[src/hw/rtl/spimb_pkg.sv]
// Package for the buffered SPI master controller.
// Holds the mode, layout and register codes plus the clock and mode decoders.
// No dependencies.
package spimb_pkg;

   localparam int BUFFER_BYTES_DEF   = 64;
   localparam int REGISTER_WORDS_DEF = 64;
   localparam int BUF_WORD_W         = 4;   // word index width at the largest buffer

   localparam logic [1:0] MODE_WR  = 2'd0;
   localparam logic [1:0] MODE_RD  = 2'd1;
   localparam logic [1:0] MODE_XCH = 2'd2;

   localparam logic [1:0] LAY_NEW = 2'd0;
   localparam logic [1:0] LAY_LEG = 2'd2;

   localparam logic CSR_LAYOUT   = 1'b0;
   localparam logic CSR_SEL_USED = 1'b1;

   localparam logic [1:0] ROLE_MASTER = 2'd1;
   localparam logic [1:0] ROLE_SLAVE  = 2'd2;

   // Words kept in flops because the control logic reads them at fixed places
   localparam int SP_N = 14;
   localparam logic [3:0] SP_00 = 4'd0;
   localparam logic [3:0] SP_08 = 4'd1;
   localparam logic [3:0] SP_0C = 4'd2;
   localparam logic [3:0] SP_10 = 4'd3;
   localparam logic [3:0] SP_18 = 4'd4;
   localparam logic [3:0] SP_1C = 4'd5;
   localparam logic [3:0] SP_20 = 4'd6;
   localparam logic [3:0] SP_28 = 4'd7;
   localparam logic [3:0] SP_2C = 4'd8;
   localparam logic [3:0] SP_30 = 4'd9;
   localparam logic [3:0] SP_34 = 4'd10;
   localparam logic [3:0] SP_38 = 4'd11;
   localparam logic [3:0] SP_3C = 4'd12;
   localparam logic [3:0] SP_E0 = 4'd13;

   typedef struct packed {
      logic       hit;
      logic [3:0] idx;
   } sp_sel_type;

   typedef struct packed {
      logic pol;
      logic pha;
      logic ord;
   } spi_mode_type;

   typedef struct packed {
      logic                  we;
      logic [BUF_WORD_W-1:0] wr_word;
      logic [3:0]            be;
      logic [31:0]           wdata;
      logic                  rd_a_en;
      logic [BUF_WORD_W-1:0] rd_a_word;
      logic                  rd_b_en;
      logic [BUF_WORD_W-1:0] rd_b_word;
   } dbuf_ctl_type;

   function automatic sp_sel_type sp_lookup(input logic [7:0] off);
      sp_sel_type s;
      s.hit = 1'b1;
      s.idx = SP_00;
      case (off)
         8'h00: s.idx = SP_00;
         8'h08: s.idx = SP_08;
         8'h0C: s.idx = SP_0C;
         8'h10: s.idx = SP_10;
         8'h18: s.idx = SP_18;
         8'h1C: s.idx = SP_1C;
         8'h20: s.idx = SP_20;
         8'h28: s.idx = SP_28;
         8'h2C: s.idx = SP_2C;
         8'h30: s.idx = SP_30;
         8'h34: s.idx = SP_34;
         8'h38: s.idx = SP_38;
         8'h3C: s.idx = SP_3C;
         8'hE0: s.idx = SP_E0;
         default: s.hit = 1'b0;
      endcase
      return s;
   endfunction

   function automatic logic [19:0] decode_clock(input logic [31:0] v, input logic is_new);
      logic [13:0] pre;
      logic [6:0]  n;
      logic [20:0] prod;
      pre  = is_new ? {10'd0, v[21:18]} : {1'b0, v[30:18]};
      pre  = pre + 14'd1;
      n    = {1'b0, v[17:12]} + 7'd1;
      prod = pre * n;
      return v[31] ? 20'd1 : prod[19:0];
   endfunction

   function automatic spi_mode_type decode_mode(input logic [31:0] user, input logic [31:0] misc,
                                                input logic [31:0] ctrl, input logic is_new);
      spi_mode_type m;
      logic outedge;
      outedge = is_new ? user[9] : user[7];
      m.pol   = misc[29];
      m.pha   = outedge ^ misc[29];
      m.ord   = is_new ? (|ctrl[26:25]) : ctrl[26];
      return m;
   endfunction

endpackage

[src/hw/rtl/spimb_dbuf.sv]
// Data buffer of the SPI master: byte-enabled write port, two registered read ports.
// Unwritten bytes read as zero through per-byte valid flops. Uses spimb_pkg.
module spimb_dbuf
   import spimb_pkg::*;
#(
   parameter int BUFFER_BYTES = BUFFER_BYTES_DEF
) (
   input  logic         clock,
   input  logic         reset,
   input  dbuf_ctl_type ctl,
   output logic [31:0]  rd_a_data,
   output logic [31:0]  rd_b_data
);

   localparam int WORDS = (BUFFER_BYTES + 3) / 4;
   localparam int WIDX  = (WORDS > 1) ? $clog2(WORDS) : 1;

   logic [31:0]          mem [WORDS];
   logic [WORDS-1:0][3:0] vld_ff;
   logic [31:0]          rd_a_ff;
   logic [31:0]          rd_b_ff;
   logic [WIDX-1:0]      wr_w;
   logic [WIDX-1:0]      ra_w;
   logic [WIDX-1:0]      rb_w;

   assign wr_w = ctl.wr_word[WIDX-1:0];
   assign ra_w = ctl.rd_a_word[WIDX-1:0];
   assign rb_w = ctl.rd_b_word[WIDX-1:0];

   always_ff @(posedge clock) begin
      if (ctl.we) begin
         for (int l = 0; l < 4; l++) begin
            if (ctl.be[l]) begin
               mem[wr_w][8*l +: 8] <= ctl.wdata[8*l +: 8];
            end
         end
      end
   end

   always_ff @(posedge clock) begin
      if (reset) begin
         vld_ff <= '0;
      end else if (ctl.we) begin
         vld_ff[wr_w] <= vld_ff[wr_w] | ctl.be;
      end
   end

   // read before write: a beat writes one lane and reads another
   always_ff @(posedge clock) begin
      if (ctl.rd_a_en) begin
         for (int l = 0; l < 4; l++) begin
            rd_a_ff[8*l +: 8] <= vld_ff[ra_w][l] ? mem[ra_w][8*l +: 8] : 8'd0;
         end
      end
      if (ctl.rd_b_en) begin
         for (int l = 0; l < 4; l++) begin
            rd_b_ff[8*l +: 8] <= vld_ff[rb_w][l] ? mem[rb_w][8*l +: 8] : 8'd0;
         end
      end
   end

   assign rd_a_data = rd_a_ff;
   assign rd_b_data = rd_b_ff;

endmodule

[config.mk]
export PLATFORM = sky130hd
export DESIGN_NAME = spimb_dbuf
export DESIGN_NICKNAME = d
export VERILOG_FILES = /design/src/hw/rtl/spimb_pkg.sv /design/src/hw/rtl/spimb_dbuf.sv
export SDC_FILE = /design/constraint.sdc
export NUM_CORES = 1
export LEC_CHECK = 0
export ABC_AREA = 1
export BUFFER_PORTS_ARGS = -buffer_cell sky130_fd_sc_hd__buf_2
export CAP_MARGIN = 0
export CORE_MARGIN = 1.5
export CORE_UTILIZATION = 45
export DETAILED_ROUTE_END_ITERATION = 6
export PLACE_DENSITY = 0.59
export SKIP_CTS_REPAIR_TIMING = 1
export SKIP_LAST_GASP = 1
export SLEW_MARGIN = 20
export SYNTH_ARGS = -nofsm -noshare
export SYNTH_HDL_FRONTEND = slang
export SYNTH_SLANG_ARGS = --single-unit
[constraint.sdc]
create_clock -name clock -period 1.95 [get_ports clock]
set_input_delay 0.0975 -clock clock [delete_from_list [all_inputs] [get_ports clock]]
set_output_delay 0.0975 -clock clock [all_outputs]
set_load 0.05 [all_outputs]
==> results.py <==
metrics = {
    "logic_synthesis": {
        "number_of_enable_flip_flop_cells_after_synthesis": 576,
        "synth.cell_area_sq_um": 32390,
        "synth_largest_type_area_fraction_pct": 53.40,
        "netlist.top_cell.by_area": "sky130_fd_sc_hd__edfxtp_1",
        "average_cell_area_after_synthesis_sq_um": 9.083,
        "postSynthCellCount": 3566,
        "seq_area_frac_synth_pct": 57.36,
        "number_of_register_bits_inferred_by_synthesis": 640,
        "yosysUniqueCellTypes": 21,
        "ys_warn_count": 0,
        "largest_cells_by_area_after_synthesis": "sky130_fd_sc_hd__edfxtp_1, sky130_fd_sc_hd__nand3_1, sky130_fd_sc_hd__nand2_1",
        "ys_dominant_reg_cell": "sky130_fd_sc_hd__edfxtp_1",
        "share_of_flip_flops_with_an_asynchronous_set_or_reset_after_synthesis_pct": 0,
        "syn-num-nets": 3619,
    },
    "setup_path": {
        "crit_path_max_fanout": 8,
        "worst_path_largest_cell_delay_ns": 0.42,
        "critical_path_class": "register to register",
        "worstPathArrival_ns": 2.03,
        "cp.required_ns": 2.31,
        "worst_path_dominant_cell_family": "simple AND/OR/NAND/NOR gates",
        "setup.reg_to_reg.worst_slack_ns": 0.28,
        "cp_cell_sequence": "inv_1 -> a21oi_1 -> o21ai_0 -> nand3_1 -> nand3_1 -> nand2_1 -> nand2_1 -> inv_1",
        "crit_path_end_kind": "register",
        "cp-start-kind": "register",
        "path_buf_inv": 2,
        "critical-path-slowest-cell": "sky130_fd_sc_hd__nand2_1",
    },
    "power": {
        "post-layout-total-power_mw": 32.09,
        "power.ir.vdd_worst_mv": 0.5136,
        "power.leakage_nw": 15.15,
        "powerDensity_nw_per_um2": 856.7,
    },
    "finish": {
        "design.final.nets": 3749,
        "fin_cells": 4697,
        "filler_cell_count": 6550,
        "layout_common_cells": "sky130_fd_sc_hd__nand2_1, sky130_fd_sc_hd__edfxtp_1, sky130_fd_sc_hd__nand3_1",
        "leading_cell_type_in_the_layout_fill_and_taps_excluded": "sky130_fd_sc_hd__nand2_1",
        "multiInputGateArea_sq_um": 10850,
        "final_util_pct": 52.48,
        "antenna_cells_inserted": 0,
        "areaGrowthSynthToFinish_pct": 15.63,
        "post_route_cells_drive_above_1_share_pct": 10.94,
        "finish.instance_area_sq_um": 37450,
        "seq_area_sq_um": 18580,
    },
    "clock_tree": {
        "insertion_delay_ns": 0.62,
        "clockBufferDepth": 3,
        "ctsRootBufferMaster": "sky130_fd_sc_hd__clkbuf_16",
        "cts.htree.levels": 3,
        "cts_sinks": 640,
        "cts_tree": "built",
        "clock_transition_time_at_the_flip_flop_clock_pins_of_the_worst_setup_and_hold_paths_ns": 0.06,
        "cts-buffers-inserted": 72,
    },
    "sta": {
        "setup_ws_ns": 0.2792,
        "maxClockFrequency_mhz": 598.5,
        "timing.final.crit_period_ns": 1.671,
        "slew_viol_final": 0,
        "slew_at_the_pin_closest_to_its_max_slew_limit_ns": 0.8998,
        "slew_headroom_pct": 40.01,
        "rsz0062_at_grt": "false",
        "fin_crit_share_pct": 85.68,
        "clock_skew_ns": 0.01566,
        "fin_setup_tns_ns": 0,
        "hold_viol": 0,
        "timing.hold.ws_ns": 0.06037,
        "timing.final.setup_violations": 0,
    },
    "die": {
        "core.rowCount": 98,
        "die-width_um": 271.3,
        "die_height_um": 271.3,
        "die_area_sq_um": 73600,
        "core_area_sq_um": 71360,
        "top_level_ports": 117,
        "initial_core_util_pct": 45.39,
    },
    "worst_hold_path": {
        "hp-class": "primary input to register",
    },
    "placement": {
        "dp_cells": 4538,
        "place.detailed.hpwl_mm": 60.58,
        "routability_driven_placement_congestion_ratio": 0.8937,
        "place_ws_ns": -0.00006872,
        "place_area_sq_um": 34890,
        "buffer_ports.inserted": 116,
    },
    "global_routing": {
        "grt_max_degree": 101,
        "antenna_found_initial": 3,
        "globalRoute.totalOverflow": 0,
        "grt_first_pass_wirelength_mm": 151.0,
        "vias_in_the_first_global_route": 24780,
        "grt.total_usage_pct": 27.01,
    },
    "routing": {
        "antenna_violating_nets_post_route": 0,
        "drc": 0,
        "first_pass_iters": 6,
        "detail_routed_net_length_per_standard_cell_um": 21.38,
        "avg_vias_per_cell": 5.671,
        "initialDrtViolationCount": 3001,
        "wirelength_mm": 100.4,
        "vias": 26640,
    },
    "outcome": {
        "status": "finished clean",
    },
    "flow_run": {
        "timing.max_cap.violations": 0,
    },
}
## worst paths after layout
path / endpoint / from / cells past startpoint
setup reg to reg: rd_b_data[18]$_SDFFCE_PN0P_ / vld_ff[22]$_SDFFE_PP0P_ / 8
hold / removal: vld_ff[56]$_SDFFE_PP0P_ / reset / 4
setup / recovery: rd_b_data[18]$_SDFFCE_PN0P_ / vld_ff[22]$_SDFFE_PP0P_ / 8
hold reg to reg: vld_ff[49]$_SDFFE_PP0P_ / vld_ff[49]$_SDFFE_PP0P_ / 4
## registers in the layout, indices dropped and copies added (netlist names)
name / flops
rd_a_data: 32
mem: 512
rd_b_data: 32
vld_ff: 64
## cell usage after synthesis, types with 13 or more instances
library cell / count
sky130_fd_sc_hd__clkbuf_1: 87
sky130_fd_sc_hd__inv_2: 13
sky130_fd_sc_hd__buf_1: 54
sky130_fd_sc_hd__inv_1: 445
sky130_fd_sc_hd__nand3_1: 512
sky130_fd_sc_hd__edfxtp_1: 576
sky130_fd_sc_hd__nor2_1: 132
sky130_fd_sc_hd__dfxtp_1: 64
sky130_fd_sc_hd__o21ai_0: 237
sky130_fd_sc_hd__a21oi_1: 285
sky130_fd_sc_hd__buf_2: 110
sky130_fd_sc_hd__nand2_1: 673
sky130_fd_sc_hd__o211ai_1: 331
## tightest hold or removal path, cell delays in order
cell                      delay [ns]
sky130_fd_sc_hd__buf_2          0.28
sky130_fd_sc_hd__nor2_1         0.16
sky130_fd_sc_hd__nand2_1        0.05
sky130_fd_sc_hd__inv_1          0.04
## metal layers
metal | up-vias | GRT usage [%] | part of all wire (%)
met4 | 6 | 9.240 | 3.2
met2 | 1159 | 41.57 | 45
met1 | 12610 | 38.20 | 43
li1 | 12650 | - | -
met5 | - | 0 | 0.034
met3 | 212 | 5.299 | 8.6
## report_power, final
part	switching, mW	internal, mW
clock	5.47	7.62
combinational	2.59	1.08
sequential	0.0926	15.2
total	8.15	23.9
## kinds of logic after synthesis
family | Yosys count | synth area share (%)
flip-flops | 640 | 57.36
buffers and inverters | 730 | 9.132
AO/OA/AOI/OAI | 865 | 15.92
AND/OR/NAND/NOR | 1331 | 17.59
## final cells by class
cell class / instances / area share, %
sequential: 640 / 49.60
multi-input combinational: 2196 / 28.98
timing repair buffer: 321 / 7.643
clock buffer: 95 / 5.265
inverter: 465 / 4.667
tap: 950 / 3.174
clock inverter: 30 / 0.6681
(Power assumes the default switching activity.)
